### src/cre_pkg.sv
package cre_pkg;

    // character constants
    localparam logic [7:0] DASH_CHAR  = 8'h2D;
    localparam logic [7:0] UPPER_LO   = 8'h41;
    localparam logic [7:0] UPPER_HI   = 8'h5A;
    localparam logic [7:0] LOWER_LO   = 8'h61;
    localparam logic [7:0] LOWER_HI   = 8'h7A;
    localparam logic [7:0] DIGIT_LO   = 8'h30;
    localparam logic [7:0] DIGIT_HI   = 8'h39;

    // default depth of the command queue between front and back
    localparam int CRE_QUEUE_DEPTH = 2;

    // character class of a byte
    typedef enum logic [1:0] {
        CLS_NONE  = 2'd0,
        CLS_UPPER = 2'd1,
        CLS_LOWER = 2'd2,
        CLS_DIGIT = 2'd3
    } t_cls;

    // what the back end writes for one input transaction
    typedef enum logic [2:0] {
        K_ONE   = 3'd0,   // the new byte
        K_A     = 3'd1,   // the held start byte only
        K_AC    = 3'd2,   // held start byte, then the new byte
        K_AD    = 3'd3,   // held start byte, then dash
        K_LIT3  = 3'd4,   // held start byte, dash, new byte
        K_RANGE = 3'd5    // every code from start to new byte
    } t_kind;

    typedef struct packed {
        t_kind       kind;
        logic [7:0]  a;
        logic [7:0]  c;
        logic        last;
    } t_cmd;

    function automatic t_cls char_class(input logic [7:0] ch);
        t_cls cls;
        cls = CLS_NONE;
        if (ch inside {[UPPER_LO:UPPER_HI]}) begin
            cls = CLS_UPPER;
        end else if (ch inside {[LOWER_LO:LOWER_HI]}) begin
            cls = CLS_LOWER;
        end else if (ch inside {[DIGIT_LO:DIGIT_HI]}) begin
            cls = CLS_DIGIT;
        end
        return cls;
    endfunction

endpackage

### src/cre_in_if.sv
interface cre_in_if;
    logic       valid;
    logic       ready;
    logic [7:0] in_char;
    logic       in_last;

    modport source (output valid, output in_char, output in_last, input ready);
    modport sink   (input valid, input in_char, input in_last, output ready);
endinterface

### src/cre_out_if.sv
interface cre_out_if;
    logic       valid;
    logic       ready;
    logic [7:0] out_char;
    logic       run_end;
    logic       string_end;

    modport source (output valid, output out_char, output run_end, output string_end,
                    input ready);
    modport sink   (input valid, input out_char, input run_end, input string_end,
                    output ready);
endinterface

### src/cre_front.sv
module cre_front (
    input  logic            i_clk,
    input  logic            i_rst_n,
    cre_in_if.sink          i_in,
    input  logic            i_q_full,
    output logic            o_push,
    output cre_pkg::t_cmd   o_cmd
);

    typedef enum logic [2:0] {
        PH_IDLE  = 3'b001,
        PH_START = 3'b010,
        PH_DASH  = 3'b100
    } t_phase;

    t_phase          r_phase, n_phase;
    logic [7:0]      r_held, n_held;
    logic            accept;
    cre_pkg::t_cls   cls_c;
    logic            range_ok;

    // accept whenever the queue has room
    assign i_in.ready = !i_q_full;
    assign accept     = i_in.valid && !i_q_full;

    assign cls_c    = cre_pkg::char_class(i_in.in_char);
    assign range_ok = (cre_pkg::char_class(r_held) != cre_pkg::CLS_NONE)
                   && (cls_c == cre_pkg::char_class(r_held))
                   && (i_in.in_char > r_held);

    // classify the byte against what is held
    always_comb begin
        n_phase    = r_phase;
        n_held     = r_held;
        o_push     = 1'b0;
        o_cmd.kind = cre_pkg::K_ONE;
        o_cmd.a    = r_held;
        o_cmd.c    = i_in.in_char;
        o_cmd.last = i_in.in_last;
        if (accept) begin
            case (r_phase)
                PH_START: begin
                    if (i_in.in_char == cre_pkg::DASH_CHAR) begin
                        if (i_in.in_last) begin
                            o_push     = 1'b1;
                            o_cmd.kind = cre_pkg::K_AD;
                            n_phase    = PH_IDLE;
                        end else begin
                            n_phase    = PH_DASH;
                        end
                    end else if (cls_c != cre_pkg::CLS_NONE && !i_in.in_last) begin
                        o_push     = 1'b1;
                        o_cmd.kind = cre_pkg::K_A;
                        n_held     = i_in.in_char;
                        n_phase    = PH_START;
                    end else begin
                        o_push     = 1'b1;
                        o_cmd.kind = cre_pkg::K_AC;
                        n_phase    = PH_IDLE;
                    end
                end
                PH_DASH: begin
                    o_push     = 1'b1;
                    o_cmd.kind = range_ok ? cre_pkg::K_RANGE : cre_pkg::K_LIT3;
                    n_phase    = PH_IDLE;
                end
                default: begin
                    if (cls_c != cre_pkg::CLS_NONE && !i_in.in_last) begin
                        n_held  = i_in.in_char;
                        n_phase = PH_START;
                    end else begin
                        o_push  = 1'b1;
                        n_phase = PH_IDLE;
                    end
                end
            endcase
        end
    end

    // hold state
    always_ff @(posedge i_clk) begin
        if (!i_rst_n) begin
            r_phase <= PH_IDLE;
            r_held  <= 8'd0;
        end else begin
            r_phase <= n_phase;
            r_held  <= n_held;
        end
    end

`ifndef SYNTH
    // a held byte is always alphanumeric
    a_held_class: assert property (@(posedge i_clk) disable iff (!i_rst_n)
        (r_phase != PH_IDLE) |-> (cre_pkg::char_class(r_held) != cre_pkg::CLS_NONE))
        else $error("front holds a non-alphanumeric byte");
`endif

endmodule

### src/cre_queue.sv
module cre_queue #(
    parameter int DEPTH = cre_pkg::CRE_QUEUE_DEPTH
) (
    input  logic            i_clk,
    input  logic            i_rst_n,
    input  logic            i_push,
    input  cre_pkg::t_cmd   i_data,
    input  logic            i_pop,
    output cre_pkg::t_cmd   o_head,
    output logic            o_empty,
    output logic            o_full
);

    localparam int PTR_W = (DEPTH > 1) ? $clog2(DEPTH) : 1;
    localparam int CNT_W = $clog2(DEPTH + 1);

    cre_pkg::t_cmd       r_mem [DEPTH];
    logic [PTR_W-1:0]    r_wr, r_rd;
    logic [CNT_W-1:0]    r_count;
    logic                do_push, do_pop;

    assign o_empty = (r_count == '0);
    assign o_full  = (r_count == CNT_W'(DEPTH));
    assign o_head  = r_mem[r_rd];
    assign do_push = i_push && !o_full;
    assign do_pop  = i_pop && !o_empty;

    // storage
    always_ff @(posedge i_clk) begin
        if (do_push) begin
            r_mem[r_wr] <= i_data;
        end
    end

    // pointers and fill count
    always_ff @(posedge i_clk) begin
        if (!i_rst_n) begin
            r_wr    <= '0;
            r_rd    <= '0;
            r_count <= '0;
        end else begin
            if (do_push) begin
                r_wr <= (r_wr == PTR_W'(DEPTH - 1)) ? '0 : r_wr + PTR_W'(1);
            end
            if (do_pop) begin
                r_rd <= (r_rd == PTR_W'(DEPTH - 1)) ? '0 : r_rd + PTR_W'(1);
            end
            if (do_push && !do_pop) begin
                r_count <= r_count + CNT_W'(1);
            end else if (do_pop && !do_push) begin
                r_count <= r_count - CNT_W'(1);
            end
        end
    end

`ifndef SYNTH
    // front never offers a command to a full queue
    a_no_overflow: assert property (@(posedge i_clk) disable iff (!i_rst_n)
        !(i_push && o_full))
        else $error("push into full queue");
    a_count_bound: assert property (@(posedge i_clk) disable iff (!i_rst_n)
        r_count <= CNT_W'(DEPTH))
        else $error("queue count beyond depth");
`endif

endmodule

### src/cre_back.sv
module cre_back (
    input  logic            i_clk,
    input  logic            i_rst_n,
    input  cre_pkg::t_cmd   i_head,
    input  logic            i_empty,
    output logic            o_pop,
    cre_out_if.source       o_out
);

    typedef enum logic [1:0] {
        BK_IDLE = 2'b01,
        BK_RUN  = 2'b10
    } t_bstate;

    t_bstate          r_state, n_state;
    cre_pkg::t_cmd    r_cmd;
    logic [7:0]       r_ch;
    logic [1:0]       r_pos;
    logic             r_out_valid;
    logic [7:0]       r_out_char;
    logic             r_out_run_end;
    logic             r_out_string_end;
    logic             can_load;
    logic             fire;
    logic             load;
    logic [7:0]       cur_byte;
    logic             cur_final;

    assign can_load = !r_out_valid || o_out.ready;
    assign fire     = (r_state == BK_RUN) && can_load;

    // byte at the current position of the command
    always_comb begin
        cur_byte  = r_cmd.c;
        cur_final = 1'b1;
        case (r_cmd.kind)
            cre_pkg::K_ONE: begin
                cur_byte  = r_cmd.c;
                cur_final = 1'b1;
            end
            cre_pkg::K_A: begin
                cur_byte  = r_cmd.a;
                cur_final = 1'b1;
            end
            cre_pkg::K_AC: begin
                cur_byte  = (r_pos == 2'd0) ? r_cmd.a : r_cmd.c;
                cur_final = (r_pos != 2'd0);
            end
            cre_pkg::K_AD: begin
                cur_byte  = (r_pos == 2'd0) ? r_cmd.a : cre_pkg::DASH_CHAR;
                cur_final = (r_pos != 2'd0);
            end
            cre_pkg::K_LIT3: begin
                cur_byte  = (r_pos == 2'd0) ? r_cmd.a :
                            (r_pos == 2'd1) ? cre_pkg::DASH_CHAR : r_cmd.c;
                cur_final = (r_pos == 2'd2);
            end
            cre_pkg::K_RANGE: begin
                cur_byte  = r_ch;
                cur_final = (r_ch == r_cmd.c);
            end
            default: begin
                cur_byte  = r_cmd.c;
                cur_final = 1'b1;
            end
        endcase
    end

    // sequencer: take the next command at idle or right after a final byte
    always_comb begin
        n_state = r_state;
        load    = 1'b0;
        case (r_state)
            BK_IDLE: begin
                if (!i_empty) begin
                    load    = 1'b1;
                    n_state = BK_RUN;
                end
            end
            BK_RUN: begin
                if (fire && cur_final) begin
                    load    = !i_empty;
                    n_state = i_empty ? BK_IDLE : BK_RUN;
                end
            end
            default: begin
                n_state = BK_IDLE;
            end
        endcase
    end

    assign o_pop = load;

    always_ff @(posedge i_clk) begin
        if (!i_rst_n) begin
            r_state <= BK_IDLE;
        end else begin
            r_state <= n_state;
        end
    end

    // command and position registers
    always_ff @(posedge i_clk) begin
        if (load) begin
            r_cmd <= i_head;
            r_ch  <= i_head.a;
            r_pos <= 2'd0;
        end else if (fire) begin
            r_ch  <= r_ch + 8'd1;
            r_pos <= r_pos + 2'd1;
        end
    end

    // output register
    always_ff @(posedge i_clk) begin
        if (!i_rst_n) begin
            r_out_valid <= 1'b0;
        end else if (can_load) begin
            r_out_valid <= fire;
        end
    end

    always_ff @(posedge i_clk) begin
        if (fire) begin
            r_out_char       <= cur_byte;
            r_out_run_end    <= cur_final;
            r_out_string_end <= cur_final && r_cmd.last;
        end
    end

    assign o_out.valid      = r_out_valid;
    assign o_out.out_char   = r_out_char;
    assign o_out.run_end    = r_out_run_end;
    assign o_out.string_end = r_out_string_end;

`ifndef SYNTH
    // a range run never steps past its end byte
    a_range_bound: assert property (@(posedge i_clk) disable iff (!i_rst_n)
        (r_state == BK_RUN && r_cmd.kind == cre_pkg::K_RANGE) |-> (r_ch <= r_cmd.c))
        else $error("range run past its end");
    // end of string only on the last byte of a transaction's run
    a_string_end: assert property (@(posedge i_clk) disable iff (!i_rst_n)
        (r_out_valid && r_out_string_end) |-> r_out_run_end)
        else $error("string end without run end");
    // no command taken while the current one still has bytes to write
    a_pop_final: assert property (@(posedge i_clk) disable iff (!i_rst_n)
        (o_pop && r_state == BK_RUN) |-> (fire && cur_final))
        else $error("command popped mid run");
`endif

endmodule

### src/char_range_expander.sv
// Character range expander. Bytes of a string come in on i_in, one per
// transaction, with in_last on the final byte; the expanded string leaves on
// o_out with run_end on the last byte caused by each input byte and string_end
// on the final byte of the string. A front stage takes one input byte per cycle
// while its command queue (QUEUE_DEPTH entries) has room, tracks the held start
// byte and dash, and queues one command per input byte that yields output. A
// back stage writes one output byte per cycle into a registered output while
// the receiver is ready; an input byte yields one output byte if plain, two
// or three for a flushed literal and up to 26 for a range such as a-z. The
// input stalls only when the queue is full behind a long run; a byte that is
// only held yields no output. With an empty queue the first output byte goes
// through the queue entry, the back command register and the output register.
module char_range_expander #(
    parameter int QUEUE_DEPTH = cre_pkg::CRE_QUEUE_DEPTH
) (
    input  logic        i_clk,
    input  logic        i_rst_n,
    cre_in_if.sink      i_in,
    cre_out_if.source   o_out
);

    logic            q_push;
    logic            q_pop;
    logic            q_empty;
    logic            q_full;
    cre_pkg::t_cmd   q_wr_cmd;
    cre_pkg::t_cmd   q_head;

    // classify input and track held bytes
    cre_front u_front (
        .i_clk    (i_clk),
        .i_rst_n  (i_rst_n),
        .i_in     (i_in),
        .i_q_full (q_full),
        .o_push   (q_push),
        .o_cmd    (q_wr_cmd)
    );

    // command queue between front and back
    cre_queue #(
        .DEPTH (QUEUE_DEPTH)
    ) u_queue (
        .i_clk   (i_clk),
        .i_rst_n (i_rst_n),
        .i_push  (q_push),
        .i_data  (q_wr_cmd),
        .i_pop   (q_pop),
        .o_head  (q_head),
        .o_empty (q_empty),
        .o_full  (q_full)
    );

    // expand commands into output bytes
    cre_back u_back (
        .i_clk   (i_clk),
        .i_rst_n (i_rst_n),
        .i_head  (q_head),
        .i_empty (q_empty),
        .o_pop   (q_pop),
        .o_out   (o_out)
    );

endmodule

### src/flat_wrapper.sv
// flat-port wrapper written by rule: the top's interface ports become plain ports
module char_range_expander_flat 
#(
    parameter int QUEUE_DEPTH = cre_pkg::CRE_QUEUE_DEPTH
)
  (i_clk, i_rst_n, i_in_valid, i_in_in_char, i_in_in_last, i_in_ready, o_out_valid, o_out_out_char, o_out_run_end, o_out_string_end, o_out_ready);
  cre_in_if i_in_i ();
  cre_out_if o_out_i ();
  input  logic i_clk;
  input  logic i_rst_n;
  input wire logic [$bits(i_in_i.valid)-1:0] i_in_valid;
  input wire logic [$bits(i_in_i.in_char)-1:0] i_in_in_char;
  input wire logic [$bits(i_in_i.in_last)-1:0] i_in_in_last;
  output wire logic [$bits(i_in_i.ready)-1:0] i_in_ready;
  output wire logic [$bits(o_out_i.valid)-1:0] o_out_valid;
  output wire logic [$bits(o_out_i.out_char)-1:0] o_out_out_char;
  output wire logic [$bits(o_out_i.run_end)-1:0] o_out_run_end;
  output wire logic [$bits(o_out_i.string_end)-1:0] o_out_string_end;
  input wire logic [$bits(o_out_i.ready)-1:0] o_out_ready;
  assign i_in_i.valid = i_in_valid;
  assign i_in_i.in_char = i_in_in_char;
  assign i_in_i.in_last = i_in_in_last;
  assign i_in_ready = i_in_i.ready;
  assign o_out_valid = o_out_i.valid;
  assign o_out_out_char = o_out_i.out_char;
  assign o_out_run_end = o_out_i.run_end;
  assign o_out_string_end = o_out_i.string_end;
  assign o_out_i.ready = o_out_ready;
  char_range_expander #(.QUEUE_DEPTH(QUEUE_DEPTH)) u_core (.i_clk(i_clk), .i_rst_n(i_rst_n), .i_in(i_in_i), .o_out(o_out_i));
endmodule
### config.mk
export PLATFORM = sky130hd
export DESIGN_NAME = char_range_expander_flat
export DESIGN_NICKNAME = d
export VERILOG_FILES = /design/src/cre_pkg.sv /design/src/cre_in_if.sv /design/src/cre_out_if.sv /design/src/cre_front.sv /design/src/cre_queue.sv /design/src/cre_back.sv /design/src/char_range_expander.sv /design/src/flat_wrapper.sv
export SDC_FILE = /design/constraint.sdc
export NUM_CORES = 1
export LEC_CHECK = 0
export BUFFER_PORTS_ARGS = -buffer_cell sky130_fd_sc_hd__buf_2
export CORE_MARGIN = 1.5
export CORE_UTILIZATION = 45
export CTS_BUF_LIST = sky130_fd_sc_hd__clkbuf_8 sky130_fd_sc_hd__clkbuf_16
export DETAILED_ROUTE_END_ITERATION = 7
export HOLD_SLACK_MARGIN = 0.05
export PLACE_DENSITY = 0.66
export SYNTH_ARGS = -nofsm -noshare
export SYNTH_HDL_FRONTEND = slang
export SYNTH_SLANG_ARGS = --single-unit
### constraint.sdc
create_clock -name i_clk -period 2.6 [get_ports i_clk]
set_input_delay 0.26 -clock i_clk [delete_from_list [all_inputs] [get_ports i_clk]]
set_output_delay 0.26 -clock i_clk [all_outputs]
set_load 0.005 [all_outputs]
==> results.json, run 1 <==
{
  "setup.worst_path.end_class": "flip-flop",
  "endpoint": "u_core.u_queue.r_count[1]$_SDFFE_PN0P_",
  "rrSetupSlack_ns": 0.11,
  "worst_pin_slew_ns": 0.660,
  "synth_edf_count": 78,
  "grt_pass1_wl_um": 14700,
  "syn_to_final_growth_pct": 15.8,
  "layout-drive-gt1-share_pct": 26.0,
  "dr.pass1.iters": 4,
  "h-tree-depth": 3,
  "cts_inserted_buffers": 9,
  "wl_per_cell_um": 15.8,
  "synth_area_um2": 4640,
  "rows": 36,
  "holdBufCountCts": 0,
  "initial_core_util_pct": 47.0,
  "cp.required_ns": 2.88,
  "yosys_register_bits": 99,
  "final-setup-viol-count": 0,
  "async_flop_share_pct": 0,
  "path_class": "reg2reg",
  "syn_area_per_cell_um2": 12.5,
  "clkTransAtPathRegs_ns": 0.09,
  "synth_top_area_share_pct": 50.5,
  "r2r-start": "u_core.u_front.r_phase[2]$_SDFFE_PN0P_",
  "drc": 0,
  "grt_use_total_pct": 17.3,
  "hold_viol": 0,
  "yosysSeqAreaShare_pct": 59.5,
  "wl_um": 8960,
  "skew_ns": 0.0138,
  "fmax_mhz": 402,
  "nets": 457,
  "grt-ovfl-total": 0,
  "cts_setup_buffers": 0,
  "crit_path_cell_trace": "or3b_2 -> or4_4 -> a41oi_2 -> nand2_1 -> ha_1 -> xor2_1 -> or3_1 -> a21oi_1",
  "io_pins": 25,
  "hold_ws_ns": 0.206,
  "grt_max_degree": 21,
  "clockBufferDepth": 2,
  "fp.dieH_um": 105,
  "setup.worst_path.start": "u_core.u_front.r_phase[2]$_SDFFE_PN0P_",
  "drtAntennaViolNets": 0,
  "p_total_w": 0.00527,
  "worst_r2r_endpoint": "u_core.u_queue.r_count[1]$_SDFFE_PN0P_",
  "fin_tns_setup_ns": 0,
  "dp_hpwl_um": 6520,
  "synth_cell_types": 54,
  "period_share_pct": 95.7,
  "cts_root_buf": "clkbuf_8",
  "vdd_drop_max_mv": 0.334,
  "status": "completed",
  "fin_crit_ns": 2.49,
  "leakage_nw": 1.96,
  "core-area_um2": 9860,
  "clk_latency_ns": 0.35,
  "num_vias": 3020,
  "rsz0062_at_grt": "false",
  "synth.net_count": 398,
  "critPathLaunchType": "flip-flop",
  "io_buffers": 24,
  "layout_common_cells": "78 x edfxtp_1, 31 x buf_4, 25 x nand2_1, 25 x mux2_2, 24 x buf_2",
  "slowest_stage": "or4_4",
  "arrival_ns": 2.77,
  "first_iter_violations": 92,
  "grt_pass1_vias": 2964,
  "cp_max_fo": 3,
  "synth_ff_type": "edfxtp_1",
  "min_path_type": "in2reg",
  "synthTopCellsByArea": "edfxtp_1 50%, dfxtp_1 9.1%, mux2_2 6.1%",
  "yosys_warnings": 0,
  "maxCapViolations": 0,
  "worstRegToRegCells": 8,
  "via_per_inst": 5.33,
  "powerDensity_nw_per_um2": 980,
  "report.final.slew_viol_count": 0,
  "die_area_um2": 10900,
  "cts_tree": "built",
  "antenna_found_initial": 0,
  "place.gp.congestion": 0.840,
  "diodes": 0,
  "synth_top_area_cell": "edfxtp_1",
  "relSlewSlack_pct": 55.9,
  "die_x_um": 105,
  "critPathMaxStageDelay_ns": 0.52,
  "syn_inst": 370,
  "final_common_cell": "edfxtp_1",
  "cts.sink_count": 99
}
stage by stage:
step                      instances  cell area [um^2]  setup slack, ns  utilization, %
after floorplan                 370              4650          0.00385               -
after global placement          551              5160          0.00111            52.3
after detailed placement        551              5160          -0.0337            52.3
after CTS                       567              5360          0.00574            54.3
after global routing            567              5370          0.00590            54.5
final                           567              5370            0.113            54.5
logic make-up after synthesis:
family	count (synthesis)	share of synthesized area, %
multiplexers	33	7.79
AO/OA/AOI/OAI	76	10.8
XOR/XNOR	18	3.40
buffers and inverters	29	2.37
adder cells (fa/ha/maj)	15	4.05
AND/OR/NAND/NOR	100	12.1
flip-flops	99	59.5
synth_stat cells, drive strengths merged (2+ instances only):
| cell type | n |
|---|---|
| a21oi | 24 |
| a221o | 8 |
| and2 | 5 |
| and3 | 4 |
| and4 | 2 |
| buf | 2 |
| clkbuf | 6 |
| dfxtp | 21 |
| edfxtp | 78 |
| ha | 15 |
| inv | 20 |
| mux2 | 25 |
| mux2i | 8 |
| nand2 | 25 |
| nand2b | 5 |
| nand3 | 7 |
| nand3b | 2 |
| nand4 | 5 |
| nor2 | 13 |
| nor2b | 7 |
| nor3 | 6 |
| nor4 | 4 |
| o211ai | 2 |
| o21a | 7 |
| o21ai | 19 |
| o221ai | 2 |
| o22ai | 2 |
| o2bb2ai | 2 |
| or2 | 4 |
| or3 | 3 |
| or3b | 3 |
| or4 | 2 |
| xor2 | 17 |
layout make-up:
cell class	count	area (um^2)
multi-input cells	242	1800
well taps	133	166
fillers	848	4490
clock inverters	7	68.8
inverters	21	78.8
repair buffers	56	373
flip-flops and latches	99	2770
clock buffers	9	124
critical path: cells and delay by family (launching register included):
kind                       cells  cell delay, ns
adders and majority gates      1            0.22
DFF                            1            0.31
AOI/OAI and AO/OA              2            0.31
and+or+nand+nor                4            1.42
xor gates and xnor gates       1            0.16
where the power goes:
part | leakage (nW) | total (W) | switching [W] | internal (W)
registers | 0.907 | 0.00253 | 0.000252 | 0.00228
clock network | 0.0966 | 0.000947 | 0.000505 | 0.000441
logic | 0.954 | 0.00179 | 0.000936 | 0.000850
sequential cells by signal, summed over array words and instances, names as in the netlist, named ones only:
| name | cells |
|---|---|
| u_core.u_queue.r_count | 2 |
| u_core.u_front.r_phase | 3 |
| u_core.u_back.o_out.run_end | 1 |
| u_core.u_back.o_out.valid | 1 |
| u_core.u_front.r_held | 8 |
| u_core.u_queue.r_mem | 40 |
| u_core.u_back.r_cmd | 20 |
| u_core.u_back.r_state | 2 |
| u_core.u_back.r_pos | 2 |
| u_core.u_back.o_out.string_end | 1 |
| u_core.u_queue.r_wr | 1 |
| u_core.u_back.r_ch | 8 |
| u_core.u_queue.r_rd | 1 |
| u_core.u_back.o_out.out_char | 8 |
worst min path at each step:
stage,startpoint,end,slack (ns),cells after the start
floorplan,i_in_in_last,u_core.u_queue.r_mem[0][0]$_DFFE_PP_,0.36,0
global placement,u_core.u_queue.r_wr$_SDFFE_PN0P_,u_core.u_queue.r_wr$_SDFFE_PN0P_,0.47,2
detailed placement,u_core.u_queue.r_wr$_SDFFE_PN0P_,u_core.u_queue.r_wr$_SDFFE_PN0P_,0.49,2
CTS,i_in_in_char[3],u_core.u_queue.r_mem[0][4]$_DFFE_PP_,0.19,1
global route,i_in_in_char[6],u_core.u_queue.r_mem[0][7]$_DFFE_PP_,0.20,2
finish,i_in_in_char[3],u_core.u_queue.r_mem[0][4]$_DFFE_PP_,0.21,1
routing by layer:
| layer | share of wire [%] | vias up | wire length (um) | GRT usage, % |
|---|---|---|---|---|
| li1 | - | 1506 | - | - |
| met3 | 3.1 | 10 | 274 | 4.55 |
| met1 | 45 | 1456 | 4040 | 20.9 |
| met4 | 1.4 | 0 | 125 | 4.66 |
| met2 | 50 | 48 | 4530 | 30.4 |
| met5 | 0 | - | 0 | 0 |
what timing repair did:
action                                  in CTS  in global routing
endpoints found under the setup margin       1                 21
gates resized for setup                      1                  6
pin swaps                                    0                  3
Note: power is estimated with default switching activity, not from simulation.
==> run 2, diff against run 1 <==
CTS_BUF_LIST = unset   (was sky130_fd_sc_hd__clkbuf_8 sky130_fd_sc_hd__clkbuf_16)
PLACE_DENSITY = unset   (was 0.66)
PLACE_DENSITY_LB_ADDON = 0.12   (was unset)
clock period = 3.15 ns   (was 2.6 ns; I/O delays follow)
==> run 2 against run 1 <==
Net effect:
- final cell count down 4.6%
- worst hold slack worse by 0.027 ns
- utilization decreased by 2.3 points
- count of clock-buffer cells in the layout unchanged
- largest cell class unchanged
- largest power group unchanged
- highest routed layer unchanged
==> results.json, run 2 (same netlist as run 1, synthesis figures left out) <==
{
  "setup.worst_path.start": "u_core.u_front.r_phase[1]$_SDFFE_PN0P_",
  "leakage_nw": 1.83,
  "holdPathStages": 1,
  "powerDensity_nw_per_um2": 826,
  "critPathLaunchType": "flip-flop",
  "holdBufCountCts": 0,
  "critPathBufInv": 0,
  "min_path_type": "in2reg",
  "nets": 431,
  "nFillCells": 864,
  "slowest_stage": "or4_1",
  "die_x_um": 105,
  "crit_family": "simple AND/OR/NAND/NOR gates",
  "p_int_w": 0.00286,
  "wl_per_cell_um": 16.0,
  "dpl_cell_area_um2": 4940,
  "clkTransAtPathRegs_ns": 0.11,
  "grt_use_total_pct": 16.7,
  "grt_pass1_wl_um": 14200,
  "drc": 0,
  "dp_cells": 525,
  "min_from": "i_in_in_char[7]",
  "largest_register_ffs": 40,
  "stdcell_count": 541,
  "grt_pass1_vias": 2837,
  "io_buffers": 24,
  "worstRegToRegCells": 7,
  "core-area_um2": 9860,
  "setup.worst_path.end_class": "flip-flop",
  "drtAntennaViolNets": 0,
  "maxCapViolations": 0,
  "grt-ovfl-total": 0,
  "critPathMaxStageDelay_ns": 0.58,
  "hold_viol": 0,
  "clkPwrFrac_pct": 19.5,
  "cts.sink_count": 99,
  "die_area_um2": 10900,
  "switching_share_pct": 32.8,
  "cp_max_fo": 6,
  "via_per_inst": 5.44,
  "worst_slack_ns": 0.287,
  "clockBufferDepth": 2,
  "period_share_pct": 90.9,
  "r2r-start": "u_core.u_front.r_phase[1]$_SDFFE_PN0P_",
  "rsz0062_at_grt": "false",
  "cts_tree": "built",
  "fin_crit_ns": 2.86,
  "regMostFlops": "u_core.u_queue.r_mem",
  "cts_setup_buffers": 0,
  "regArea_um2": 2760,
  "skew_ns": 0.0160,
  "pwr-share-seq_pct": 49.5,
  "fin_tns_setup_ns": 0,
  "dr.pass1.iters": 4,
  "h-tree-depth": 3,
  "status": "completed",
  "fp.dieH_um": 105,
  "num_vias": 2945,
  "crit_path_cell_trace": "or3b_2 -> or4_1 -> a41oi_1 -> nand2_1 -> ha_1 -> or3_1 -> a21oi_1",
  "relSlewSlack_pct": 27.0,
  "final-setup-viol-count": 0,
  "multi_input_area_um2": 1770,
  "power_frac_comb_pct": 31.0,
  "cts_inserted_buffers": 9,
  "cts-resized-gates": 0,
  "antenna_found_initial": 0,
  "reg_top3": "u_core.u_queue.r_mem x40, u_core.u_back.r_cmd x20",
  "arrival_ns": 3.15,
  "switchingPower_w": 0.00139,
  "final_common_cell": "edfxtp_1",
  "place.gp.congestion": 0.855,
  "fmax_mhz": 349,
  "vdd_drop_max_mv": 0.299,
  "report.final.slew_viol_count": 0,
  "crit_cells": 7,
  "first_iter_violations": 65,
  "place_ws_ns": 0.249,
  "post-route-cell-area_um2": 5150,
  "rows": 36,
  "initial_core_util_pct": 47.0,
  "diodes": 0,
  "syn_to_final_growth_pct": 11.0,
  "cp.required_ns": 3.43,
  "worst_pin_slew_ns": 1.09,
  "layout_common_cells": "78 x edfxtp_1, 25 x nand2_1, 25 x mux2_2",
  "clk_latency_ns": 0.36,
  "dp_hpwl_um": 6210,
  "wl_um": 8670,
  "layout-drive-gt1-share_pct": 20.1,
  "cts_root_buf": "clkbuf_8",
  "path_class": "reg2reg",
  "io_pins": 25,
  "rrSetupSlack_ns": 0.29,
  "grt_max_degree": 30
}
-- run 2: cell count changes in the layout (fill, tap and decap cells not counted), sizes merged --
cell	change
buf	-26
clkinv	-3
clkinvlp	-1
inv	+4
-- run 2: power groups by stage --
stage | sequential, W | clock (W) | combinational (W)
after global placement | 0.00212 | 0 | 0.00131
after global routing | 0.00214 | 0.000902 | 0.00149
after CTS | 0.00210 | 0.000862 | 0.00134
after detailed placement | 0.00213 | 0 | 0.00133
after floorplan | 0.00206 | 0 | 0.00100
final | 0.00210 | 0.000830 | 0.00132
-- run 2: through the flow --
stage          total power [W]  util, %  hold WS, ns
2_1_floorplan          0.00306        -        0.414
3_3_place_gp           0.00343     50.1        0.485
3_5_place_dp           0.00346     50.1        0.489
4_1_cts                0.00430     52.2        0.166
6_report               0.00425     52.2        0.179
5_1_grt                0.00453     52.2        0.170
-- run 2: path summary, 6_finish.rpt --
| path | to |
|---|---|
| setup reg to reg | u_core.u_queue.r_count[1]$_SDFFE_PN0P_ |
| hold / removal | u_core.u_queue.r_mem[1][8]$_DFFE_PP_ |
| hold reg to reg | u_core.u_queue.r_wr$_SDFFE_PN0P_ |
| setup / recovery | u_core.u_queue.r_count[1]$_SDFFE_PN0P_ |
-- run 2: area by class of cell --
cell class	instances	share of cell area (%)
Timing Repair Buffer	30	3.21
Tap cell	133	3.23
Inverter	21	1.53
Sequential cell	99	53.7
Clock buffer	9	2.41
Multi-Input combinational cell	242	34.4
Clock inverter	7	1.58
-- run 2: layer usage --
| layer | up-vias | wire [um] | track usage (%) |
|---|---|---|---|
| met5 | - | 0 | 0 |
| met2 | 57 | 4200 | 28.4 |
| li1 | 1458 | - | - |
| met3 | 10 | 236 | 2.06 |
| met1 | 1420 | 4090 | 21.7 |
| met4 | 0 | 145 | 6.94 |
==> run 3, diff against run 2 <==
SYNTH_HIERARCHICAL = 1   (was unset)
==> run 3 against run 2 <==
Net effect:
- first-iteration DRC count is 20% higher
- critical path type unchanged
- synthesized cell count is 3.0% higher
- critical path depth is 2 higher
- highest routed layer unchanged
==> results.json, run 3 <==
{
  "status": "completed",
  "clockBufferDepth": 2,
  "crit_path_cell_trace": "and3b_2 -> nand3_2 -> nor4_4 -> o31ai_4 -> inv_4 -> o21ai_1 -> ha_1 -> or3_1 -> a21boi_1",
  "rsz0062_at_grt": "false",
  "path_class": "reg2reg",
  "grt_pass1_vias": 2880,
  "nFillCells": 916,
  "io_buffers": 24,
  "layout-drive-gt1-share_pct": 23.1,
  "h-tree-depth": 3,
  "holdBufCountCts": 0,
  "synth_area_um2": 4800,
  "wl_per_cell_um": 15.5,
  "yosys_warnings": 6,
  "antenna_found_initial": 0,
  "layout_common_cells": "78 x edfxtp_1, 37 x nand2_1, 26 x mux2_2",
  "clk_latency_ns": 0.35,
  "synthTopCellsByArea": "edfxtp_1 49%, dfxtp_1 8.8%, mux2_2 6.1%",
  "synth_ff_type": "edfxtp_1",
  "fin_tns_setup_ns": 0,
  "cp.required_ns": 3.44,
  "reg_top3": "u_core/u_queue/r_mem x40, u_core/u_back/r_cmd x20",
  "powerDensity_nw_per_um2": 831,
  "grt_pass1_wl_um": 14200,
  "fmax_mhz": 391,
  "cp_max_fo": 12,
  "syn_to_final_growth_pct": 8.45,
  "async_flop_share_pct": 0,
  "first_iter_violations": 78,
  "dp_cells": 531,
  "largest_register_ffs": 40,
  "grt_max_degree": 29,
  "grt_use_total_pct": 16.4,
  "core-area_um2": 10300,
  "final_common_cell": "edfxtp_1",
  "maxCapViolations": 0,
  "relSlewSlack_pct": 54.7,
  "worst_pin_slew_ns": 0.680,
  "arrival_ns": 2.85,
  "stdcell_count": 547,
  "hold_viol": 0,
  "yosys_register_bits": 99,
  "rows": 37,
  "drc": 0,
  "syn_area_per_cell_um2": 12.6,
  "report.final.slew_viol_count": 0,
  "utilization_pct": 50.4,
  "crit_family": "simple AND/OR/NAND/NOR gates",
  "holdPathStages": 1,
  "initial_core_util_pct": 46.5,
  "synth_top_area_cell": "edfxtp_1",
  "cts-resized-gates": 0,
  "cts_tree": "built",
  "dr.pass1.iters": 5,
  "critPathLaunchType": "flip-flop",
  "critPathMaxStageDelay_ns": 0.58,
  "place.gp.congestion": 0.801,
  "synth.net_count": 409,
  "dp_hpwl_um": 6000,
  "wl_um": 8480,
  "die_area_um2": 11300,
  "yosysMostFrequentCell": "edfxtp_1",
  "drtAntennaViolNets": 0,
  "worstRegToRegCells": 9,
  "regMostFlops": "u_core/u_queue/r_mem",
  "worst_r2r_endpoint": "u_core/u_queue/r_count[1]$_SDFFE_PN0P_",
  "fin_crit_ns": 2.56,
  "cts_setup_buffers": 0,
  "syn_inst": 381,
  "p_total_w": 0.00433,
  "min_to": "u_core/u_queue/r_mem[1][8]$_DFFE_PP_",
  "die_x_um": 106,
  "io_pins": 25,
  "grt-ovfl-total": 0,
  "diodes": 0,
  "synth_cell_types": 62,
  "nets": 434,
  "cts_root_buf": "clkbuf_8",
  "period_share_pct": 81.3,
  "fp.dieH_um": 106,
  "via_per_inst": 5.27,
  "slowest_stage": "edfxtp_1",
  "critPathBufInv": 1,
  "yosysSeqAreaShare_pct": 57.6,
  "num_vias": 2883,
  "final-setup-viol-count": 0,
  "min_from": "i_in_in_char[7]",
  "cts.sink_count": 99,
  "r2r-start": "u_core/u_back/r_cmd[18]$_DFFE_PP_",
  "synth_edf_count": 78,
  "rrSetupSlack_ns": 0.59,
  "setup.worst_path.end_class": "flip-flop",
  "hold_ws_ns": 0.216,
  "cts_inserted_buffers": 9,
  "clkTransAtPathRegs_ns": 0.10,
  "min_path_type": "in2reg",
  "synth_top_area_share_pct": 48.8,
  "skew_ns": 0.0105,
  "vdd_drop_max_mv": 0.283,
  "netlist_top_cells_count": "78 x edfxtp_1, 37 x nand2_1, 26 x mux2_2",
  "leakage_nw": 1.88,
  "setup.worst_path.start": "u_core/u_back/r_cmd[18]$_DFFE_PP_"
}
-- run 3: cell types whose count changed after synthesis, sizes merged, moves of 8 or more --
cell   delta
nand2    +14
buf      +12
a221o     -8
xor2     -14
a21oi     -9
o21ai     -8
xnor2    +14
-- run 3: worst max-delay path by stage --
stage / endpoint / cells after the start / slack [ns]
6_report: u_core/u_queue/r_count[1]$_SDFFE_PN0P_ / 9 / 0.59
5_1_grt: u_core/u_queue/r_count[1]$_SDFFE_PN0P_ / 9 / 0.32
4_1_cts: u_core/u_queue/r_count[1]$_SDFFE_PN0P_ / 9 / 0.56
3_5_place_dp: u_core/u_queue/r_count[1]$_SDFFE_PN0P_ / 11 / 0.46
3_3_place_gp: u_core/u_queue/r_count[1]$_SDFFE_PN0P_ / 11 / 0.56
2_1_floorplan: u_core/u_queue/r_mem[0][0]$_DFFE_PP_ / 7 / 0.41
-- run 3: cell families after synthesis --
logic type | after synthesis | synth area share, %
mux | 37 | 8.50
flops | 99 | 57.6
compound gates | 65 | 10.2
simple gates | 105 | 12.1
buf+inv | 42 | 4.43
xor+xnor | 18 | 3.29
fa+ha+maj | 15 | 3.91
-- run 3: final cells by class --
cell class,count,area [um^2],share of cell area (%)
Timing Repair Buffer,30,165,3.17
Sequential cell,99,2760,53.1
Inverter,26,100,1.92
Tap cell,136,170,3.27
Clock inverter,7,58.8,1.13
Clock buffer,9,124,2.38
Multi-Input combinational cell,240,1820,35.0
-- run 3: report_power, final --
group | leakage (nW) | internal (W) | switching [W]
logic | 0.894 | 0.000665 | 0.000737
clock network | 0.0925 | 0.000302 | 0.000457
registers | 0.898 | 0.00189 | 0.000273
-- run 3: metrics by stage --
step                      setup WS [ns]  cell area [um^2]
after floorplan                   0.413              4800
after global placement            0.561              5020
after detailed placement          0.461              5020
after CTS                         0.563              5200
after global routing              0.325              5200
final                             0.589              5200
-- run 3: per-layer routing --
layer	GRT usage [%]	up-vias	routed length [um]
met2	26.1	37	4090
met1	21.8	1391	4120
met3	2.27	6	167
li1	-	1449	-
met5	0	-	0
met4	8.49	0	93
